$ cat src/hw/rtl/rmf_fifo.sv
// Small register FIFO, power-of-two depth, head always visible.
// No package dependencies.
`default_nettype none

module rmf_fifo #(
	parameter int WIDTH = 8,
	parameter int DEPTH = 4
) (
	input  wire logic                       clk,
	input  wire logic                       arst_n,
	input  wire logic                       push,
	input  wire logic [WIDTH-1:0]           din,
	input  wire logic                       pop,
	output logic      [WIDTH-1:0]           dout,
	output logic      [$clog2(DEPTH+1)-1:0] count
);

	localparam int AW = $clog2(DEPTH);
	localparam int CNTW = $clog2(DEPTH+1);

	logic [WIDTH-1:0] mem_q [DEPTH];
	logic [AW-1:0]    wr_ptr_q, rd_ptr_q;
	logic [CNTW-1:0]  cnt_q;

	always_ff @(posedge clk) begin
		if (push) begin
			mem_q[wr_ptr_q] <= din;
		end
	end

	always_ff @(posedge clk or negedge arst_n) begin
		if (!arst_n) begin
			wr_ptr_q <= '0;
			rd_ptr_q <= '0;
			cnt_q    <= '0;
		end else begin
			if (push) wr_ptr_q <= wr_ptr_q + AW'(1);
			if (pop)  rd_ptr_q <= rd_ptr_q + AW'(1);
			case ({push, pop})
				2'b10:   cnt_q <= cnt_q + CNTW'(1);
				2'b01:   cnt_q <= cnt_q - CNTW'(1);
				default: cnt_q <= cnt_q;
			endcase
		end
	end

	assign dout  = mem_q[rd_ptr_q];
	assign count = cnt_q;

endmodule

`default_nettype wire

$ cat config.mk
export PLATFORM = sky130hd
export DESIGN_NAME = rmf_fifo
export DESIGN_NICKNAME = d
export VERILOG_FILES = /design/src/hw/rtl/rmf_fifo.sv
export SDC_FILE = /design/constraint.sdc
export NUM_CORES = 1
export LEC_CHECK = 0
export ABC_AREA = 1
export BUFFER_PORTS_ARGS = -buffer_cell sky130_fd_sc_hd__buf_4
export CORE_ASPECT_RATIO = 0.7
export CORE_MARGIN = 2
export CORE_UTILIZATION = 55
export CTS_CLUSTER_DIAMETER = 40
export CTS_CLUSTER_SIZE = 24
export DETAILED_ROUTE_END_ITERATION = 7
export PLACE_DENSITY = 0.86
export SETUP_SLACK_MARGIN = 0.5
export SLEW_MARGIN = 20
export SYNTH_ARGS = -nofsm -noshare
export SYNTH_HDL_FRONTEND = slang
export SYNTH_SLANG_ARGS = --single-unit
export TNS_END_PERCENT = 100
$ cat constraint.sdc
create_clock -name clk -period 2 [get_ports clk]
set_clock_uncertainty 0.05 [all_clocks]
set_input_delay 0.4 -clock clk [delete_from_list [all_inputs] [get_ports clk]]
set_output_delay 0.4 -clock clk [all_outputs]
set_load 0.02 [all_outputs]
==> results.yml <==
cts:
  clockBufferDepth: 2
  cts_sinks: 39
  cts_made_buffers: 5
  path_clk_slew_ns: 0.08
  cts_tree: "done"
  clk_latency_ns: 0.28
  cts_max_level: 2
  clock-root-buffer: "clkbuf_8"
power_and_ir_drop:
  power_leakage_uw: 0.000948
  peakVddDrop_mv: 1.02
  cellPowerDensity_nw_per_um2: 1530
sta:
  timing.final.crit_share_pct: 97.5
  max_freq_ghz: 0.513
  maxSlewViolCount: 0
  setup_tns_ns: 0
  hold_viol_final: 0
  whs_ns: 0.259
  setup_viol: 0
  period_minus_slack_ns: 1.95
  tightest_slew_ns: 0.396
  max-slew-margin-rel_pct: 73.5
  rsz0062_at_grt: "true"
setup_path:
  critPathSlowestCell: "dfrtp_2"
  critical_path_class: "reg2out"
  cp_max_fo: 6
  crit_top_cell: "nand2_1"
  start_kind: "flop"
  reg2reg_from: "wr_ptr_q[0]"
  crit_family: "flip-flops"
  r2r_end: "mem_q[0][1]"
  arrival_ns: 1.50
  slowest_delay_ns: 0.46
  cp_data_required_time_ns: 1.55
  crit_buf_inv: 3
  r2r_cells: 4
  path_cells: "buf_6 > buf_4 > nand2_1 > nand2_1 > nand2_1 > buf_6"
  end_kind: "primary output"
  rrSetupSlack_ns: 0.57
synthesis:
  ys_seq_area_share_pct: 65.6
  syn_nets: 172
  async_reset_ff_share_pct: 17.9
  synthTopCellsByArea: "edfxtp_1, dfrtp_1, nand2_1"
  syn_inst: 154
  yosysMostFrequentCell: "nand2_1"
  ys.flop_type: "edfxtp_1"
  synth_edf_count: 32
  synth_cell_types: 19
  synth_top_area_share_pct: 55.5
  yosysTopAreaCell: "edfxtp_1"
  synth_warnings: 0
  avgSynthCellArea_um2: 11.2
  syn-cell-area_um2: 1730
  synth_common_cells: "nand2_1, edfxtp_1, inv_1, nor2_1, o211ai_1"
  ys_seq_elements: 39
job:
  max_cap_violations: 0
finish:
  syn_to_final_growth_pct: 21.3
  final_layout_size_suffix_gt1_share_pct: 25.5
  nets: 205
  diodes: 0
routing:
  drcViolationCount: 0
  drt_iter0_drc: 77
  via_per_inst: 5.21
  vias: 1167
  first_pass_iters: 4
  antenna_left: 0
  wl_per_cell_um: 15.8
  wirelength_um: 3540
global_route:
  grt_overflow_total: 0
  antenna_found_initial: 0
  globalRouteTotalUtil_pct: 19.5
  grt_first_pass_wirelength_um: 5080
  grt_max_degree: 17
  grt_pass1_vias: 1116
die:
  fp.dieArea_um2: 3620
  die_h_um: 50.9
  io_pins: 23
  core_area_um2: 2900
  die_w_um: 71.1
  initial_core_util_pct: 59.7
  placementRows: 16
hold_path:
  holdPathEnd: "mem_q[2][7]"
  hold_class: "in2reg"
  min_from: "din[7]"
  hold_path_depth: 1
outcome:
  status: "complete, no violations"
placed_design:
  dp_hpwl_um: 2010
  gp_routability_congestion: 0.754
  port_buffers: 22
cells in the final DEF (no fill, tap or decap):
| master | count |
|---|---|
| ha_1 | 4 |
| edfxtp_1 | 32 |
| nor2_1 | 12 |
| dfrtp_1 | 6 |
| clkinv_2 | 1 |
| o21ai_0 | 1 |
| nand2_1 | 43 |
| xor2_1 | 3 |
| o21ai_2 | 1 |
| nor2_2 | 1 |
| nand2_2 | 2 |
| clkbuf_8 | 5 |
| inv_4 | 1 |
| buf_4 | 20 |
| buf_2 | 1 |
| nand3_1 | 1 |
| fa_2 | 1 |
| ha_2 | 1 |
| o211ai_1 | 8 |
| dfrtp_2 | 1 |
| buf_6 | 10 |
| clkinvlp_4 | 2 |
| xnor2_1 | 1 |
| nor2_4 | 1 |
| inv_1 | 26 |
| clkbuf_1 | 1 |
| dlygate4sd3_1 | 1 |
| nand4_1 | 1 |
worst max-delay path by stage:
stage | start | end | cells past startpoint | slack [ns]
detailed placement | push | count[2] | 8 | 0.44
CTS | rd_ptr_q[0] | dout[2] | 6 | 0.21
finish | rd_ptr_q[0] | dout[4] | 6 | 0.05
floorplan | push | count[2] | 8 | 0.52
global placement | push | count[2] | 8 | 0.50
global route | rd_ptr_q[0] | dout[4] | 6 | 0.05
power breakdown:
group	leakage, uW	switching (uW)	internal (uW)
clock	0.0000412	257	243
combinational	0.000531	870	634
sequential	0.000376	124	1090
cell families after synthesis:
kind of cell / share of synthesized area [%]
xor+xnor: 2.02
buf+inv: 9.90
fa+ha+maj: 4.77
simple gates: 13.4
compound gates: 4.26
flops: 65.6
metal layers:
metal,GRT usage [%],vias up,routed length (um)
li1,-,549,-
met1,20.5,550,1350
met2,34.7,54,1840
met3,6.11,14,243
met4,11.3,0,106
met5,0,-,0
worst register-to-register path: stages, from the launching register on:
cell and delay (ns):
dfrtp_1 0.42, inv_1 0.09, ha_1 0.20, nand2_1 0.13, clkinvlp_4 0.25
metrics by stage:
| step | cell area [um2] | instances | total power [uW] | setup slack, ns | utilization (%) |
|---|---|---|---|---|---|
| global placement | 1900 | 208 | 2340 | 0.495 | 65.3 |
| CTS | 2020 | 219 | 2980 | 0.207 | 69.4 |
| detailed placement | 1900 | 208 | 2420 | 0.437 | 65.3 |
| floorplan | 1740 | 154 | 2070 | 0.517 | - |
| finish | 2100 | 224 | 3220 | 0.0497 | 72.4 |
| global route | 2100 | 224 | 3400 | 0.0524 | 72.4 |
timing repair:
item | CTS | global route
gates cloned | 0 | 2
setup endpoints to repair | 8 | 16
hold endpoints to repair | 7 | 0
gates resized for setup | 3 | 17
pin swaps | 0 | 9
hold buffers | 1 | 0
buffers inserted | 2 | 3
state kept, by name (all words and copies together), names as in the netlist:
name / cells
count: 3
mem_q: 32
rd_ptr_q: 2
wr_ptr_q: 2
cell type report:
type / count / area (um2)
flip-flops and latches: 39 / 1140
fillers: 172 / 802
multi-input cells: 81 / 444
repair buffers: 32 / 278
inverters: 28 / 111
clock buffers: 6 / 72.6
well taps: 36 / 45.0
clock inverters: 2 / 12.5
(Power assumes the default switching activity.)
