`src/hw/rtl/rmf_pkg.sv`:
```
// Shared types and constants for the RGB median filter with reflect-101 borders.
// No dependencies.
`default_nettype none

package rmf_pkg;

	localparam int DEF_WINDOW    = 3;
	localparam int DEF_MAX_WIDTH = 1024;
	localparam int PIX_W         = 24;
	localparam int CH_W          = 8;
	localparam int ROW_W         = 13;
	localparam int IMG_W_W       = 11;
	localparam int IMG_H_W       = 13;
	localparam int MAX_HEIGHT    = 4096;
	localparam int CFG_DATA_W    = 13;
	localparam int MID_DEPTH     = 4;
	localparam int OUT_DEPTH     = 4;

	localparam logic [IMG_W_W-1:0] RESET_WIDTH  = IMG_W_W'(768);
	localparam logic [IMG_H_W-1:0] RESET_HEIGHT = IMG_H_W'(512);

	localparam logic REQ_PIXEL = 1'b0;
	localparam logic REQ_DRAIN = 1'b1;

	typedef enum logic [0:0] {
		REG_IMAGE_WIDTH  = 1'b0,
		REG_IMAGE_HEIGHT = 1'b1
	} reg_idx_t;

	typedef struct packed {
		logic       req_type;
		logic [7:0] in_red;
		logic [7:0] in_green;
		logic [7:0] in_blue;
	} in_item_t;

	typedef struct packed {
		logic [7:0] out_red;
		logic [7:0] out_green;
		logic [7:0] out_blue;
		logic       last_of_run;
		logic       end_of_frame;
	} out_item_t;

	typedef struct packed {
		logic last_col;
		logic last_row;
	} mid_flags_t;

endpackage

`default_nettype wire

```
`src/hw/rtl/rmf_back.sv`:
```
// Back end: column history, result sequencer with column mirroring, and a
// two-stage rank-select median per channel. Depends on rmf_pkg.
`default_nettype none

module rmf_back #(
	parameter int WINDOW    = rmf_pkg::DEF_WINDOW,
	parameter int MAX_WIDTH = rmf_pkg::DEF_MAX_WIDTH,
	parameter int ODEPTH    = rmf_pkg::OUT_DEPTH
) (
	input  wire logic                                clk,
	input  wire logic                                arst_n,
	input  wire logic                                q_empty,
	input  wire logic [WINDOW*rmf_pkg::PIX_W-1:0]    q_vec,
	input  wire logic [$clog2(MAX_WIDTH)-1:0]        q_col,
	input  wire rmf_pkg::mid_flags_t                 q_flags,
	output logic                                     q_pop,
	input  wire logic [$clog2(MAX_WIDTH+1)-1:0]      w_eff,
	input  wire logic [$clog2(ODEPTH+1)-1:0]         out_cnt,
	output logic                                     res_push,
	output rmf_pkg::out_item_t                       res
);

	localparam int PAD  = WINDOW / 2;
	localparam int TAPS = WINDOW * WINDOW;
	localparam int PW   = rmf_pkg::PIX_W;
	localparam int CHW  = rmf_pkg::CH_W;
	localparam int SW   = $clog2(WINDOW);
	localparam int CW   = $clog2(MAX_WIDTH);
	localparam int WW   = $clog2(MAX_WIDTH+1);
	localparam int TW   = WW + 2;
	localparam int OCW  = $clog2(ODEPTH+1);

	logic [WINDOW*PW-1:0] hist_q [WINDOW];
	logic                 busy_q, erow_last_q;
	logic [CW-1:0]        cur_c_q, end_c_q, ecol_q;

	logic          credit, issue, done, emit_norm, has;
	logic [CW-1:0] wm1, c0, cend;
	logic [OCW:0]  occ;
	logic [PW-1:0] win [TAPS];

	logic          v_s1, v_s2;
	logic [PW-1:0] win_s1 [TAPS];
	logic          lor_s1, eof_s1, lor_s2, eof_s2;
	logic [PW-1:0] win_s2 [TAPS];
	logic [TAPS-1:0] cmp_s2 [3][TAPS];
	logic [CHW-1:0]  med [3];

	assign wm1       = CW'(w_eff - WW'(1));
	assign occ       = {1'b0, out_cnt} + (OCW+1)'(v_s1) + (OCW+1)'(v_s2);
	assign credit    = occ < (OCW+1)'(ODEPTH);
	assign issue     = busy_q && credit;
	assign done      = issue && (cur_c_q == end_c_q);
	assign q_pop     = !q_empty && (!busy_q || done);
	assign emit_norm = q_col >= CW'(PAD);
	assign has       = emit_norm || q_flags.last_col;
	assign c0        = emit_norm ? q_col - CW'(PAD) : CW'(w_eff - WW'(PAD));
	assign cend      = q_flags.last_col ? wm1 : q_col - CW'(PAD);

	// column mirroring into the history taps; hist_q[0] is the newest column
	always_comb begin
		logic signed [TW-1:0] t, wmx, off;
		wmx = $signed({2'b00, w_eff}) - TW'(1);
		for (int k = 0; k < WINDOW; k++) begin
			t = $signed(TW'({2'b00, cur_c_q})) + TW'(k) - TW'(PAD);
			if (t < 0)   t = -t;
			if (t > wmx) t = (wmx <<< 1) - t;
			if (t < 0)   t = '0;
			if (t > wmx) t = wmx;
			off = $signed(TW'({2'b00, ecol_q})) - t;
			for (int dy = 0; dy < WINDOW; dy++) begin
				win[dy*WINDOW + k] = hist_q[SW'(off)][dy*PW +: PW];
			end
		end
	end

	always_ff @(posedge clk or negedge arst_n) begin
		if (!arst_n) begin
			busy_q <= 1'b0;
			v_s1   <= 1'b0;
			v_s2   <= 1'b0;
		end else begin
			v_s1 <= issue;
			v_s2 <= v_s1;
			if (q_pop)     busy_q <= has;
			else if (done) busy_q <= 1'b0;
		end
	end

	always_ff @(posedge clk) begin
		if (q_pop) begin
			hist_q[0] <= q_vec;
			for (int k = 1; k < WINDOW; k++) hist_q[k] <= hist_q[k-1];
			cur_c_q     <= c0;
			end_c_q     <= cend;
			ecol_q      <= q_col;
			erow_last_q <= q_flags.last_row;
		end else if (issue) begin
			cur_c_q <= cur_c_q + CW'(1);
		end
		if (issue) begin
			for (int i = 0; i < TAPS; i++) win_s1[i] <= win[i];
			lor_s1 <= cur_c_q == end_c_q;
			eof_s1 <= erow_last_q && (cur_c_q == wm1);
		end
		if (v_s1) begin
			for (int c = 0; c < 3; c++) begin
				for (int i = 0; i < TAPS; i++) begin
					for (int j = 0; j < TAPS; j++) begin
						cmp_s2[c][i][j] <= (win_s1[j][c*CHW +: CHW] < win_s1[i][c*CHW +: CHW]) ||
							(win_s1[j][c*CHW +: CHW] == win_s1[i][c*CHW +: CHW] && j < i);
					end
				end
			end
			for (int i = 0; i < TAPS; i++) win_s2[i] <= win_s1[i];
			lor_s2 <= lor_s1;
			eof_s2 <= eof_s1;
		end
	end

	// the median is the sample with exactly TAPS/2 samples ranked below it
	always_comb begin
		for (int c = 0; c < 3; c++) begin
			med[c] = '0;
			for (int i = 0; i < TAPS; i++) begin
				if ($countones(cmp_s2[c][i]) == TAPS/2) med[c] = med[c] | win_s2[i][c*CHW +: CHW];
			end
		end
	end

	assign res_push         = v_s2;
	assign res.out_red      = med[2];
	assign res.out_green    = med[1];
	assign res.out_blue     = med[0];
	assign res.last_of_run  = lor_s2;
	assign res.end_of_frame = eof_s2;

endmodule

`default_nettype wire

```
`config.mk`:
```
export PLATFORM = sky130hd
export DESIGN_NAME = rmf_back
export DESIGN_NICKNAME = d
export VERILOG_FILES = /design/src/hw/rtl/rmf_pkg.sv /design/src/hw/rtl/rmf_back.sv
export SDC_FILE = /design/constraint.sdc
export NUM_CORES = 2
export LEC_CHECK = 0
export BUFFER_PORTS_ARGS = -buffer_cell sky130_fd_sc_hd__buf_2
export CORE_ASPECT_RATIO = 1.1
export CORE_UTILIZATION = 50
export CTS_CLUSTER_SIZE = 28
export DETAILED_ROUTE_END_ITERATION = 8
export MAX_ROUTING_LAYER = met4
export PLACE_DENSITY = 0.62
export SYNTH_ARGS = -nofsm -noshare
export SYNTH_HDL_FRONTEND = slang
export SYNTH_SLANG_ARGS = --single-unit
export TNS_END_PERCENT = 100
```
`constraint.sdc`:
```
create_clock -name clk -period 68.5 [get_ports clk]
set_clock_uncertainty 0.15 [all_clocks]
set_input_delay 20.55 -clock clk [delete_from_list [all_inputs] [get_ports clk]]
set_output_delay 20.55 -clock clk [all_outputs]
set_load 0.005 [all_outputs]
```
==> impl_results.md <==
- Syn-to-layout area delta: 9.90%
- H-tree levels: 3
- Hold_buf cts: 0
- Post-Syn Area: just over 60000 um^2
- Async SR Flop Fraction: 0.336%
- Synth Register Bits: a little under 900
- Via-per-instance ratio: roughly 5.9
- Site Rows: 135
- DP Area: ~65000 um^2
- Residual DRC count: 0
- Post-CTS resize count: 0
- Synth area leaders: edfxtp_1 43%, ha_1 22%, fa_1 3.6%
- CTS Buffer Depth: 3
- Syn. warnings: 0
- Post-DP HPWL: 127000 um
- Num CTS Buffers: 99
- Root buffer cell: clkbuf_16
- Setup violations, final: 0
- Clk slew on worst S/H paths: around 60 ps
- Slew of the pin with the lowest slew margin: between 1000 and 1500 ps
- Die width: about 340 um
- Number of global-route vias before repair: about 41k
- Max VDD drop: between 30 and 40 uV
- WP data arrival: 22780 ps
- Mapped Avg Cell Area: ~12 um^2
- CP Launch Type: primary input
- Max_cap viols: 0
- Max transition margin: 17.2%
- Boundary pin count: 129
- CP Max Fanout: 36
- Largest net degree at the start of global routing: 159
- Worst setup EP type: output pin
- Fin crit period: around 43000 ps
- Hold Crit Class: flip-flop to flip-flop
- Fmax: about 23 MHz
- Drt wl/cell: between 20 and 25 um
- Most numerous cell in the Yosys netlist: ha_1
- Final antenna-violating net count: 0
- Clock Latency Late Sink: 720 ps
- Iteration-0 DRC Markers: 3462
- Die area: 125000 um^2
- Via Count: 41.9k
- Final Cycle Share: between 60 and 70%
- First-pass DRT Iterations: 7
- Setup TNS: 0 ps
- Antenna violations before repair: 9
- PD cells: between 40 and 50 nW/um^2
- Status: completed
- Final WL: 173000 um
- Final Hold Slack: approximately 280 ps
- GP Congestion: about 0.94
- Sequential fraction of the synthesis area: 43.4%
- Die height: 371 um
- Synth top cells by count: 1112 x ha_1, 891 x edfxtp_1, 479 x inv_1
- CP Class: primary input to output pin
- Number of synthesized flops with an enable pin: slightly below 900
- Initial core utilization: about half
- Cells after synthesis: 5109
- Grt ovf: 0
- RSZ-0062 raised after global routing: false
- Cell taking the most area after synthesis: edfxtp_1
- Core ar.: approximately 120000 um^2
- Final count of pins violating max slew: 0
- GRT Total Usage: ~29%
- Design area: a little under 70000 um^2
- Core Util, Final: a little under three fifths
- TritonCTS clock tree: built
- Synth top area share: between 40% and 50%
- Synth Flop Type: edfxtp_1
- Layout cell share with drive strength beyond 1: between 10% and 20%
- First-pass GRT wire length: 257000 um
- Nets: approximately 6.6k
- Cell variety after synth: 75
- Endpoints failing hold: 0
- Worst EP required: around 48000 ps
- LEAKAGE: 30.0 nW
- Setup bufs post-CTS: 0
- Clk sink count: 894
- IO Port Bufs: about 130
-- layout make-up --
type	count	area (um^2)
clock inverters	66	697
multi-input cells	3660	33000
fillers	10513	54900
diodes	3	7.51
well taps	1644	2060
repair buffers	181	1060
flip-flops and latches	894	26800
inverters	482	1810
clock buffers	112	2570
-- through the flow --
stage	total power [mW]	worst slack, ps	std cells
finish	2.79	25020	7042
global route	2.99	24890	7040
CTS	2.80	24940	7039
detailed placement	2.25	24930	6861
global placement	2.21	24930	6861
floorplan	1.69	8720	5110
-- critical path: stages --
cell	delay, ps
buf_2	100
ha_1	270
a21o_1	200
a21oi_4	180
nand2_1	130
a21oi_4	960
buf_2	360
-- flip-flops by register name, summed over array words and instances, names as in the netlist, 2 cells and up --
| signal | cells |
|---|---|
| cmp_s2 | 216 |
| cur_c_q | 10 |
| ecol_q | 2 |
| end_c_q | 10 |
| hist_q | 216 |
| win_s1 | 216 |
| win_s2 | 216 |
-- metal layers --
metal | global-route usage, % | up-vias | routed length, um
li1 | - | 19739 | -
met1 | 37.5 | 20518 | 75400
met2 | 46.1 | 1294 | 81500
met3 | 2.82 | 342 | 9710
met4 | 10.3 | 0 | 6350
met5 | - | - | 0
-- power breakdown --
part	leakage [nW]	switching [mW]	total (mW)	internal, mW
logic	19.9	0.813	1.39	0.582
clock network	1.60	0.227	0.542	0.315
registers	8.47	0.120	0.851	0.731
-- cell usage in the layout (no fill, tap or decap), types with 48 or more instances in the layout --
cell and instances:
buf_2 128, xnor2_1 50, buf_4 51, edfxtp_1 891, a21o_1 174, nand2_1 146
nand2b_1 118, fa_1 111, nor2_1 96, mux2_4 71, clkbuf_16 101, nand3_1 161
o21ai_0 373, and3_1 66, mux2i_1 88, mux2_2 181, a21oi_1 225, nor2b_1 114
a211oi_1 48, ha_1 1109, nand4_1 115, o21a_1 66, inv_1 479
-- path summary, 6_finish.rpt --
path                                 start  slack [ps]  cells after the start        endpoint
worst max-delay path            out_cnt[0]       25020                      7           q_pop
worst max register to register  cur_c_q[1]       58860                     32  win_s1[0][167]
min in group asynchronous           arst_n       19500                      1          busy_q
max in group asynchronous           arst_n       48570                      1            v_s1
worst min register to register      lor_s1         280                      0          lor_s2
worst min-delay path                lor_s1         280                      0          lor_s2
-- logic make-up (layout without fill, tap and decap cells) --
family / count (synthesis) / after routing / share of synthesized area [%]
AO/OA/AOI/OAI: 1071 / 1071 / 10.6
XOR/XNOR: 75 / 75 / 1.15
adder cells (fa/ha/maj): 1223 / 1223 / 26.1
buffers and inverters: 556 / 841 / 3.63
flip-flops: 894 / 894 / 43.4
multiplexers: 379 / 379 / 7.15
other: 2 / 6 / 0.0121
AND/OR/NAND/NOR: 909 / 909 / 8.00
Note: power is estimated with default switching activity, not from simulation.
